## config.mk

```make
export PLATFORM = sky130hd
export DESIGN_NAME = stbs_ctrl
export DESIGN_NICKNAME = d
export VERILOG_FILES = /design/src/hw/rtl/stbs_pkg.sv /design/src/hw/rtl/stbs_ctrl.sv
export SDC_FILE = /design/constraint.sdc
export NUM_CORES = 1
export LEC_CHECK = 0
export ABC_AREA = 1
export BUFFER_PORTS_ARGS = -buffer_cell sky130_fd_sc_hd__buf_4
export CAP_MARGIN = 20
export CORE_AREA = 2 2 39 41
export DETAILED_ROUTE_END_ITERATION = 10
export DIE_AREA = 0 0 41 43
export GPL_ROUTABILITY_DRIVEN = 0
export GPL_TIMING_DRIVEN = 0
export PLACE_DENSITY = 0.4
export SLEW_MARGIN = 20
export SYNTH_ARGS = -nofsm -noshare
export SYNTH_HDL_FRONTEND = slang
export SYNTH_SLANG_ARGS = --single-unit
```

## constraint.sdc

```tcl
create_clock -name clk -period 1.2 [get_ports clk]
set_clock_uncertainty 0.1 [all_clocks]
set_input_delay 0.06 -clock clk [delete_from_list [all_inputs] [get_ports clk]]
set_output_delay 0.06 -clock clk [all_outputs]
set_load 0.02 [all_outputs]
```

## src/hw/rtl/stbs_pkg.sv

```systemverilog
// Shared types and constants for the sorted-table binary search block.
// No dependencies; used by every module under hw/rtl.
`timescale 1ns / 1ps

package stbs_pkg;

	localparam int DEF_TABLE_DEPTH = 1024;
	localparam int DEF_VALUE_BITS  = 32;
	localparam int FIELD_BITS      = 32;
	localparam int INDEX_BITS      = 10;
	localparam int POS_BITS        = 10;
	localparam int USED_BITS       = 11;

	localparam logic OP_WRITE  = 1'b0;
	localparam logic OP_SEARCH = 1'b1;

	typedef struct packed {
		logic                         opcode;
		logic [INDEX_BITS-1:0]        entry_index;
		logic signed [FIELD_BITS-1:0] entry_value;
		logic signed [FIELD_BITS-1:0] search_key;
	} in_item_t;

	typedef struct packed {
		logic                found;
		logic [POS_BITS-1:0] position;
	} out_item_t;

	typedef enum logic [1:0] {
		ST_IDLE,
		ST_PROBE,
		ST_CMP,
		ST_FINISH
	} state_t;

	typedef struct packed {
		logic wr;       // table write transfer
		logic start;    // search transfer, load key and bounds
		logic probe;    // read table at mid, or record miss when range is empty
		logic cmp;      // compare read entry and narrow the range
		logic load_out; // move result into output register
	} ctl_cmd_t;

	typedef struct packed {
		logic range_empty;
		logic hit;
		logic out_free;
	} dp_status_t;

endpackage

```

## src/hw/rtl/stbs_ctrl.sv

```systemverilog
// Search sequencer: state machine issuing commands to the datapath.
// Depends on stbs_pkg.
`timescale 1ns / 1ps

module stbs_ctrl
	import stbs_pkg::*;
(
	input  logic       clk,
	input  logic       arst_n,
	input  logic       in_valid,
	input  logic       in_opcode,
	output logic       in_ready,
	input  dp_status_t status,
	output ctl_cmd_t   cmd
);

	state_t state_q, state_nxt;

	always_ff @(posedge clk or negedge arst_n) begin
		if (!arst_n) begin
			state_q <= ST_IDLE;
		end else begin
			state_q <= state_nxt;
		end
	end

	always_comb begin
		state_nxt = state_q;
		case (state_q)
			ST_IDLE: begin
				if (in_valid && in_opcode == OP_SEARCH) begin
					state_nxt = ST_PROBE;
				end
			end
			ST_PROBE: begin
				state_nxt = status.range_empty ? ST_FINISH : ST_CMP;
			end
			ST_CMP: begin
				state_nxt = status.hit ? ST_FINISH : ST_PROBE;
			end
			ST_FINISH: begin
				if (status.out_free) begin
					state_nxt = ST_IDLE;
				end
			end
			default: state_nxt = ST_IDLE;
		endcase
	end

	always_comb begin
		in_ready     = 1'b0;
		cmd          = '0;
		case (state_q)
			ST_IDLE: begin
				in_ready  = 1'b1;
				cmd.wr    = in_valid && in_opcode == OP_WRITE;
				cmd.start = in_valid && in_opcode == OP_SEARCH;
			end
			ST_PROBE: begin
				cmd.probe = 1'b1;
			end
			ST_CMP: begin
				cmd.cmp = 1'b1;
			end
			ST_FINISH: begin
				cmd.load_out = status.out_free;
			end
			default: begin
				in_ready = 1'b0;
			end
		endcase
	end

endmodule

```

-- Yosys cells after proc, flatten, opt, wreduce, memory -nomap -nowiden
Cells that the tools add are included.
- bits of input ports: 7
- word-level logic and storage cells: 21
- output and inout port bits: 6
- flip-flop bits (word level): 2
- reduce and logical (&&, ||, !) cells: 4
- eq/ne operators: 5
- bitwise gates (word level): 1
- mux-type cells: 10
- operators with widths (operator ; count):
    two-way mux 2 bit ; 4
    case mux 2 bit (4 select lines) ; 1
    two-way mux 1 bit ; 5
    equality test 2 bit, second input constant ; 2
    inequality test 2 bit, second input constant ; 2
    equality test 2 x 1 -> 1 bit, second input constant ; 1
    logical AND 1 bit ; 2
    logical NOT 2 bit ; 1
    AND reduction 2 bit ; 1
    NOT 1 bit ; 1

-- Depth between registers and ports, before layout
- word-level depth: 3
- gate-level depth with buffers: 5

-- Least setup slack after synthesis
Ideal clock, no wire load.
- path kind: register -> output
- start point: reg state_q[1]
- end point: out cmd[4] (netlist bit)
- arrival: 1.014 ns
- required time: 1.040 ns
- setup slack: 0.026 ns
- stages on the path, launching flop included: 5
- cells stage by stage: dfrtp_1 buf_6 nor2_4 nand2_1 nor2_1
- RTL lines (element ; RTL line ; RTL):
    start: declaration ; stbs_ctrl.sv:17 ; state_t state_q, state_nxt;
    start signal: assignment ; stbs_ctrl.sv:23 ; state_q <= state_nxt;
    end: declaration ; stbs_ctrl.sv:14 ; output ctl_cmd_t cmd

==> out/results.txt <==
Core region area: 1380 um2. The total via count in the routed design came out at 196. The count of nets left with antenna violations once routing finished came out at 0.

The initial antenna violation count came out at 0. In the final layout, the registers with the most flip-flops are state_q: 2 flops. Counting distinct cell types in the post-synthesis netlist gives 10. Setup slack at placement: 0.160 ns. The library cell used most frequently in the layout, excluding fill and tap cells, is buf_4. Excluding fillers, the count of instances in the completed layout stands at 58.

Pin placement for this block handled 13 I/O pins. The average instance in the mapped netlist occupies 6.46 um2. Cells fill 23.1% of the core in the end.

The number of nets in the synthesized netlist is 31, and the worst-case vdd ir drop is 0.000612 V. The flip-flop count of the largest register, all copies and words added came out at 2. The number of placed cells counting well taps was 52; the layout overhead on the synthesized area was 106%.

The effective utilization at floorplan is 11.2%. The flow ran to the end, but the final reports show violations. The routed wire length per instance came out at 7.29 um. Setup repair after global routing could not meet its margin everywhere. The filler cell count in the final layout came out at 163. The maximum net fanout on the critical path was 8; the synthesized instance count was 24. The via count of the first global-routing pass came out at 160.

The first global-routing pass estimated 614 um of wire. Kind of path behind the tightest hold check: in2reg. Final worst setup slack: -0.0324 ns. The share of post-route cells with drive strength above 1 works out to 45.2%. The logs give 1 for the DRC violation total after the first TritonRoute iteration and 51 for the net count of the finished layout. The Yosys warning count is 0.

The post-detailed-routing wire length came out at 423 um. The vias per cell was 3.38. Launch point of the worst path: state_q[1]. The kind of cell adding the most delay to the critical path was flip-flops. The final total power was 765 uW. The count of cells along the worst register-to-register path came out at 6.

The final count of negative-setup-slack endpoints was 2. In this run the horizontal extent of the chip is 41 um. The worst hold path begins at status[1]. TritonCTS built the clock tree. The floorplan step defined a die boundary enclosing 1760 um2. The final critical-path share of the clock period is 103%. CTS saw 2 sinks. In this run the critical register-to-register path is captured at state_q[0]. Following the worst setup path forward leads to its endpoint at cmd[4]. The logs give 0.15 ns for the register-to-register path setup slack and 3 for the number of iterations in the first detailed-routing pass.

No sink is reached through more buffers than the 2 on the longest clock path. In this run the critical register-to-register path is launched from state_q[1]. The maximum cell stage delay along the critical path came out at 0.36 ns. The number of antenna diodes in the final layout is 0. The routed design could run at a clock period as short as 1.23 ns. The tools report the tightest slew margin relative to the limit as 90.0%.

The pin slew with the least headroom to its limit came out at 0.149 ns. The count of input and output buffers was 12. The checks that failed: negative setup slack.

The total overflow left after global routing is 0. The clock transition at the registers of the reported paths came out at 0.03 ns. Walking the worst path, the cells encountered are buf_6 -> nor2_4 -> nand2_1 -> nor2_1 -> buf_4. The count of maximum capacitance violations is 0, and the sequential area share after synthesis is 32.3%. Number of buffers inserted during clock tree synthesis: 3. Logic depth of the worst path, buffers included: 5.

The required time at the endpoint of the critical path came out at 1.04 ns. Clock tree synthesis selected as its root buffer the cell clkbuf_4. For the number of slew-limit violations in the final report, the log shows 0. For this design the ratio of total power to cell area is 2390 nW/um2. Counting flops per register, the top entry is state_q. The vertical die dimension works out to 43 um.

The kind of capture point of the worst setup path is an output pin. STA classifies the critical path startpoint as a register. For the deepest level of the CTS H-tree, the log shows 1. Global routing consumed, over all layers together, 6.13% of the routing resources.

The remaining design rule violation count is 0. Data on the critical path arrives at its endpoint at 1.07 ns. The clock latency reported for the late side of the worst-skew pair was 0.23 ns. The count of final hold-check violations is 0, and the number of buffers and inverters on the critical path is 2. The floorplan has 14 rows. The analysis attributes to cell leakage a power of 0.182 nW. In the layout the commonest cells are 12 x buf_4, 8 x nand2_1, 5 x inv_1.

Critical path's slowest cell: dfrtp_1. Largest net degree at the start of global routing: 9. The setup path with the least slack is of type reg2out. The synthesized netlist occupies a cell area of 155 um2. The tools report the achievable frequency as 811 MHz.

The synthesized design contains 2 register bits.
[worst min path at each step]
stage            endpoint  cells after the start
5_1_grt        state_q[1]                      5
2_1_floorplan  state_q[0]                      0
3_3_place_gp   state_q[1]                      1
3_5_place_dp   state_q[1]                      1
6_report       state_q[1]                      5
4_1_cts        state_q[1]                      5
[worst reg2reg max path, delay by kind of cell, from the launching register on]
family,cells,cell delay [ns]
flip-flops,1,0.36
buffers and inverters,2,0.26
AND/OR/NAND/NOR,4,0.23
[metrics by stage]
| step | area, um2 | TNS (ns) | hold slack [ns] |
|---|---|---|---|
| 2_1_floorplan | 155 | 0 | -0.336 |
| 3_3_place_gp | 265 | 0 | -0.255 |
| 3_5_place_dp | 265 | 0 | -0.256 |
| 4_1_cts | 320 | -0.0865 | 0.0145 |
| 5_1_grt | 320 | -0.280 | 0.0203 |
| 6_report | 320 | -0.0611 | 0.0103 |
[kinds of logic after synthesis]
logic type	share of synthesized area, %
compound gates	3.22
buf+inv	19.4
flops	32.3
simple gates	45.2
[cells in the mapped netlist]
library cell / n / area share, %
buf_6: 1 / 7.3
dfrtp_1: 2 / 32
inv_1: 5 / 12
nand2_1: 8 / 19
nand3_1: 1 / 3.2
nand3b_1: 1 / 4.8
nor2_1: 3 / 7.3
nor2_4: 1 / 7.3
nor3_1: 1 / 3.2
o21ai_0: 1 / 3.2
[area by class of cell]
class                   instances  area [um2]  share of cell area [%]
inverters                       5        18.8                    5.86
well taps                      16        20.0                    6.25
multi-input cells              16        75.1                    23.4
clock buffers                   3        22.5                    7.03
plain buffers                   1        11.3                    3.52
flip-flops and latches          2        51.3                    16.0
repair buffers                 15         121                    37.9
[timing repair]
item | in CTS | in global routing
hold buffers | 2 | 0
resized for setup | 2 | 0
pin swaps | 1 | 0
hold endpoints to repair | 3 | 0
setup endpoints to repair | 4 | 5
setup buffers | 1 | 0
[metal layers]
metal  part of all wire, %  vias to the layer above  wire length, um  track usage, %
met3                   7.8                        2               33            3.14
met4                   3.5                        0               15            10.0
li1                      -                      107                -               -
met1                    44                       78              188            6.13
met2                    44                        9              185            6.56
met5                     0                        -                0               0
[power breakdown]
group | internal, mW | total (mW) | switching, mW
Sequential | 0.107 | 0.153 | 0.0466
Clock | 0.111 | 0.155 | 0.0445
Combinational | 0.217 | 0.456 | 0.239
Note: power is estimated with default switching activity, not from simulation.
